==> src/rtl/vcrb_pkg.sv <==
// shared types, constants and the sine table of the voxel collision block
`default_nettype none
package vcrb_pkg;

  localparam int GRID_XZ_DEF     = 16;
  localparam int GRID_HEIGHT_DEF = 128;
  localparam int RAY_STEPS_DEF   = 100;

  // Q8.8 body constants and Q8.16 step
  localparam logic signed [17:0] HALF_W_Q8 = 18'sd77;
  localparam logic signed [17:0] BODY_H_Q8 = 18'sd461;
  localparam logic signed [17:0] FOOT_Q8   = 18'sd26;
  localparam logic signed [27:0] EYE_Q8    = 28'sd415;
  localparam int                 STEP_Q16  = 3277;

  localparam int CW = 12;  // signed cell coordinate width
  localparam int DW = 14;  // signed per-step delta width
  localparam int AW_ACC = 28;  // ray accumulator width

  typedef enum logic [2:0] {
    CMD_WRITE = 3'd0,
    CMD_BOX   = 3'd1,
    CMD_FLOOR = 3'd2,
    CMD_GROUND = 3'd3,
    CMD_CEIL  = 3'd4,
    CMD_RAY   = 3'd5
  } cmd_t;

  typedef enum logic [2:0] {
    ST_CLEAR, ST_IDLE, ST_SCAN, ST_SCHK, ST_DIR, ST_MARCH, ST_MCHK, ST_FIN
  } state_t;

  // ray step deltas from the direction unit
  typedef struct packed {
    logic                 done;
    logic signed [DW-1:0] dx;
    logic signed [DW-1:0] dy;
    logic signed [DW-1:0] dz;
  } dir_res_t;

  // Q1.14 sine, one entry per degree from 0 to 90
  localparam logic [14:0] SINE_Q14 [91] = '{
    15'd0, 15'd286, 15'd572, 15'd857, 15'd1143, 15'd1428, 15'd1713, 15'd1997,
    15'd2280, 15'd2563, 15'd2845, 15'd3126, 15'd3406, 15'd3686, 15'd3964,
    15'd4240, 15'd4516, 15'd4790, 15'd5063, 15'd5334, 15'd5604, 15'd5872,
    15'd6138, 15'd6402, 15'd6664, 15'd6924, 15'd7182, 15'd7438, 15'd7692,
    15'd7943, 15'd8192, 15'd8438, 15'd8682, 15'd8923, 15'd9162, 15'd9397,
    15'd9630, 15'd9860, 15'd10087, 15'd10311, 15'd10531, 15'd10749,
    15'd10963, 15'd11174, 15'd11381, 15'd11585, 15'd11786, 15'd11982,
    15'd12176, 15'd12365, 15'd12551, 15'd12733, 15'd12911, 15'd13085,
    15'd13255, 15'd13421, 15'd13583, 15'd13741, 15'd13894, 15'd14044,
    15'd14189, 15'd14330, 15'd14466, 15'd14598, 15'd14726, 15'd14849,
    15'd14968, 15'd15082, 15'd15191, 15'd15296, 15'd15396, 15'd15491,
    15'd15582, 15'd15668, 15'd15749, 15'd15826, 15'd15897, 15'd15964,
    15'd16026, 15'd16083, 15'd16135, 15'd16182, 15'd16225, 15'd16262,
    15'd16294, 15'd16322, 15'd16344, 15'd16362, 15'd16374, 15'd16382,
    15'd16384
  };

  // sine of a whole degree in 0..359 by quadrant symmetry
  function automatic logic signed [15:0] sin_deg(input logic [8:0] d);
    logic [6:0] idx;
    logic       neg;
    begin
      if (d <= 9'd90) begin
        idx = d[6:0];
        neg = 1'b0;
      end else if (d <= 9'd180) begin
        idx = 7'(9'd180 - d);
        neg = 1'b0;
      end else if (d <= 9'd270) begin
        idx = 7'(d - 9'd180);
        neg = 1'b1;
      end else begin
        idx = 7'(9'd360 - d);
        neg = 1'b1;
      end
      sin_deg = neg ? -$signed({1'b0, SINE_Q14[idx]}) : $signed({1'b0, SINE_Q14[idx]});
    end
  endfunction

  // floor of a Q8.8 value to a cell coordinate
  function automatic logic signed [CW-1:0] floor_q8(input logic signed [17:0] v);
    floor_q8 = CW'(v >>> 8);
  endfunction

endpackage
`default_nettype wire

==> src/rtl/vcrb_ray_dir.sv <==
// ray direction unit: angles to per-step Q8.16 deltas, through a table lookup and product phases
`default_nettype none
module vcrb_ray_dir
  import vcrb_pkg::*;
(
  input  wire logic              clk,
  input  wire logic              rst,
  input  wire logic              start,
  input  wire logic signed [7:0] pitch_deg,
  input  wire logic [8:0]        yaw_deg,
  output dir_res_t               res
);

  logic [2:0]         phase;
  logic [8:0]         pitch_r;
  logic [8:0]         yaw_r;
  logic signed [15:0] sp, cp, sy, cy;
  logic signed [31:0] p1, p2;
  logic signed [DW-1:0] dx, dy, dz;

  logic [9:0]  pitch_ext;
  logic [9:0]  pcos_arg, ycos_arg;
  logic [8:0]  pcos_deg, ycos_deg;
  logic signed [43:0] mx1, mx2;
  logic signed [29:0] my;

  // angle reduction, cosine arguments and step-scaled products
  always_comb begin
    pitch_ext = {{2{pitch_deg[7]}}, pitch_deg};
    pcos_arg  = {1'b0, pitch_r} + 10'd90;
    ycos_arg  = {1'b0, yaw_r} + 10'd90;
    pcos_deg  = (pcos_arg >= 10'd360) ? 9'(pcos_arg - 10'd360) : pcos_arg[8:0];
    ycos_deg  = (ycos_arg >= 10'd360) ? 9'(ycos_arg - 10'd360) : ycos_arg[8:0];
    mx1 = 44'(p1) * 44'sd3277;
    mx2 = 44'(p2) * 44'sd3277;
    my  = -(30'(sp) * 30'(STEP_Q16));
  end

  // phase sequencer
  always_ff @(posedge clk) begin
    if (rst) begin
      phase <= 3'd0;
    end else if (start) begin
      phase <= 3'd1;
    end else if (phase != 3'd0) begin
      phase <= (phase == 3'd5) ? 3'd0 : phase + 3'd1;
    end
  end

  // table lookups, then one product stage after another
  always_ff @(posedge clk) begin
    if (start) begin
      pitch_r <= pitch_deg[7] ? 9'(pitch_ext + 10'd360) : {1'b0, pitch_deg};
      yaw_r   <= (yaw_deg >= 9'd360) ? 9'(yaw_deg - 9'd360) : yaw_deg;
    end
    if (phase == 3'd1) begin
      sp <= sin_deg(pitch_r);
      cp <= sin_deg(pcos_deg);
      sy <= sin_deg(yaw_r);
      cy <= sin_deg(ycos_deg);
    end
    if (phase == 3'd2) begin
      p1 <= sy * cp;
    end
    if (phase == 3'd3) begin
      p2 <= cy * cp;
      dx <= DW'(mx1 >>> 28);
    end
    if (phase == 3'd4) begin
      dz <= DW'((-mx2) >>> 28);
      dy <= DW'(my >>> 14);
    end
  end

  assign res.done = (phase == 3'd5);
  assign res.dx   = dx;
  assign res.dy   = dy;
  assign res.dz   = dz;

endmodule
`default_nettype wire

==> config.mk <==
export PLATFORM = sky130hd
export DESIGN_NAME = vcrb_ray_dir
export DESIGN_NICKNAME = d
export VERILOG_FILES = /design/src/rtl/vcrb_pkg.sv /design/src/rtl/vcrb_ray_dir.sv
export SDC_FILE = /design/constraint.sdc
export NUM_CORES = 2
export LEC_CHECK = 0
export ABC_AREA = 1
export BUFFER_PORTS_ARGS = -buffer_cell sky130_fd_sc_hd__buf_2
export CORE_MARGIN = 5
export CORE_UTILIZATION = 62
export CTS_BUF_LIST = sky130_fd_sc_hd__clkbuf_8
export CTS_CLUSTER_DIAMETER = 80
export DETAILED_ROUTE_END_ITERATION = 6
export PLACE_DENSITY = 0.78
export SLEW_MARGIN = 20
export SYNTH_ARGS = -nofsm -noshare
export SYNTH_HDL_FRONTEND = slang
export SYNTH_SLANG_ARGS = --single-unit
==> constraint.sdc <==
create_clock -name clk -period 15.2 [get_ports clk]
set_clock_uncertainty 0.15 [all_clocks]
set_input_delay 2.28 -clock clk [delete_from_list [all_inputs] [get_ports clk]]
set_output_delay 2.28 -clock clk [all_outputs]
set_load 0.05 [all_outputs]
==> metrics list <==
* Run status: complete, no violations
- Clock root buffer: clkbuf_8
* Crit path time final: 7.46 ns
* Total wire length after detailed routing: 125 mm
* CTS tree: built
- In this run the deepest clock path goes through 2 buffers.
- Setup violations remaining at the end of the flow were counted as 0.
- Before antenna repair, the detailed router went through 7 iterations.
- For the pin with the worst max-slew slack, the measured transition is 1.15 ns.
- By instance count, the cell type seen most on the critical path is nand2_1.
- Fraction of final layout cells with drive strength greater than 1: 4.67%
- Measured along the y axis, the die boundary spans 305 um.
* Iter 0 DRT Violations: 3366
- GRT Residual Overflow: 0
- Count of instances resized after the clock tree is built: 0
- Static timing analysis puts the maximum clock frequency at around 130 MHz.
* Number of CTS-inserted buffers: 17
* Count of nets left with antenna violations after detail routing: 0
* Largest fanout on the critical path: 32
* Maximum number of pins on one net before global-route repair: 66
- Counting every sink on the clock net gives 191.
- The synthesized design contains between 150 and 200 register bits.
- Clock-pin slew was measured on the worst setup and hold paths at 0.11 ns.
- Via density per instance: roughly 5.5
- Registers take ~0.0057 mm^2.
- Relative to the synthesized area, the layout overhead comes to 3.09%.
- Setup repair after global routing missed its margin: no
* Post-route DRC: 0
- In the final layout, the multi-input gates occupy ~0.041 mm^2.
- Final net count: slightly above 8000
* Starting density of the core: 62.3%
- Leaving out fill and tap cells, the most frequent cell in the layout is inv_1.
* Final critical-path share of the clock period: between 40% and 50%
- Global routing used 27.6% of the available tracks across all layers.
- The number of antenna violations at the first check in global routing is 2.
- Global-route wire length before repair: between 200 and 250 mm
- In the synthesized netlist the async set-or-reset flop fraction comes to 0%.
- Synthesized instance count: about 6700
* Netlist cell types: 63
- Routability-driven placement finished with a final weighted congestion of about 0.96.
- Vias in the first global route: 44700
- After floorplanning, the core was sized to cover 0.0866 mm^2.
- The slowest stage of the critical path is the edfxtp_1 cell.
- After synthesis, the mean cell area works out to 8.03 um^2.
- CP endpoint kind: flop
- Die width: 305 um
- Total nets after synthesis: 8240
- The die covers 0.0930 mm^2.
- Most frequent cells in the layout: inv_1, nand2_1, fa_1
- The HPWL after detailed placement is 103 mm.
- Endpoint arrival time on the critical path: 7.64 ns
- The min-delay analysis places its worst path in the category flop to flop.
- Ports: 63
- Count of max-cap constraint violations: 0
- Post-Synthesis Cell Area: 0.0540 mm^2
- Hold repair after CTS inserted 0 buffers.
* Number of buffer cells added on primary ports: 62
* Seq/Total Area, Yosys: a little over a tenth
- Counting the fill cells in the layout gives just over 7000.
- Sort of element at the start of the critical path: flop
* Routed wire length per instance: 16.0 um
* Number of slew-limit violations in the final report: 0
- Final number of hold-violating endpoints: 0
* Clock latency reported for the late side of the worst-skew pair: 0.61 ns
- In this run the tightest slew margin relative to its limit is 23.7%.
* Count of yosys warnings during synthesis: 0
* Category of the critical setup timing path: flop to flop
- EDFF count, synth: 188
- Vias after detailed routing: 42800
* Standard-cell row count: 108
- Post-CTS setup-driven buffer insertion count: 0
- For the final routed database, the setup TNS stands at 0 ns.
- In the synthesized netlist the dominant register cell turns out to be edfxtp_1.
- CTS H-Tree Depth: 4
- The largest single stage delay on the critical path is 1.12 ns.
- Req. time, crit path: 15.38 ns
cell families (layout without fill, tap and decap cells):
logic type | after synthesis | after routing | synth area share, %
other | 0 | 2 | 0
buffers and inverters | 1972 | 1935 | 14.1
DFF | 191 | 191 | 10.6
and+or+nand+nor | 2239 | 2239 | 17.6
AOI/OAI and AO/OA | 604 | 604 | 6.48
muxes | 1 | 1 | 0.0186
xor gates and xnor gates | 209 | 209 | 3.39
adders and majority gates | 1502 | 1502 | 47.8
through the flow:
| step | hold slack, ns | util [%] | setup WS, ns | std cells | area (um^2) |
|---|---|---|---|---|---|
| 2_1_floorplan | 0.364 | - | 8.70 | 6718 | 54000 |
| 5_1_grt | 0.523 | 64.2 | 7.17 | 7838 | 55600 |
| 3_5_place_dp | 0.457 | 63.8 | 7.75 | 7803 | 55200 |
| 6_report | 0.489 | 64.2 | 7.74 | 7838 | 55600 |
| 3_3_place_gp | 0.439 | 63.8 | 7.88 | 7803 | 55200 |
| 4_1_cts | 0.486 | 64.2 | 7.75 | 7835 | 55600 |
routing by layer:
metal	track usage [%]	share of wire (%)
met3	3.30	6.1
met5	0	0
met2	48.1	50
met4	7.98	2.7
met1	36.6	41
path summary, 6_finish.rpt:
check / startpoint / to / slack [ns] / depth (start not counted)
max: cp[2] / p2[31] / 7.74 / 33
min: phase[0] / phase[0] / 0.49 / 3
max reg2reg: cp[2] / p2[31] / 7.74 / 33
min reg2reg: phase[0] / phase[0] / 0.49 / 3
critical path: cells and delay by family, from the launching register on:
family          cells  cell delay (ns)
xor+xnor            1             0.11
fa+ha+maj           7             3.42
buf+inv             5             0.25
simple gates       18             1.75
flops               1             1.12
compound gates      2             0.40
Yosys cell counts, types with 6 or more instances:
cell type	n	area [um^2]
or2_2	34	213
a211oi_1	8	60.1
nand2_1	1453	5450
a21o_1	9	67.6
nand2_4	16	180
edfxtp_1	188	5650
buf_2	32	160
buf_4	11	82.6
o21ai_0	194	971
xnor2_1	67	587
inv_1	1773	6660
inv_2	21	78.8
ha_1	567	7090
nand4_1	29	181
nand3b_1	8	60.1
nor2_4	6	67.6
o31ai_1	14	105
nand2_2	46	288
nand3_1	341	1710
clkbuf_1	113	424
o211ai_1	38	285
xor2_1	142	1240
buf_6	14	158
o21bai_1	12	90.1
fa_1	935	18700
nor3_1	17	85.1
a21oi_1	232	1160
nor2_2	18	113
o21ai_1	17	85.1
nor2_1	245	920
o221ai_1	19	166
nand3_2	14	140
a31oi_1	19	119
registers in the layout, summed over array words and instances, names as in the netlist, 14 cells and up:
signal,flops
p1,32
p2,32
cp,16
cy,16
sp,16
sy,16
dx,14
dy,14
dz,14
area by class of cell:
cell class,instances,area share [%]
repair buffers,106,1.17
clock inverters,15,0.272
multi-input cells,4555,73.1
clock buffers,17,0.421
well taps,1155,2.60
inverters,1797,12.1
diodes,2,0.00900
flip-flops and latches,191,10.3
Power is not shown: default switching activity piles up to over one toggle a cycle in this logic, so the estimate is an artifact.
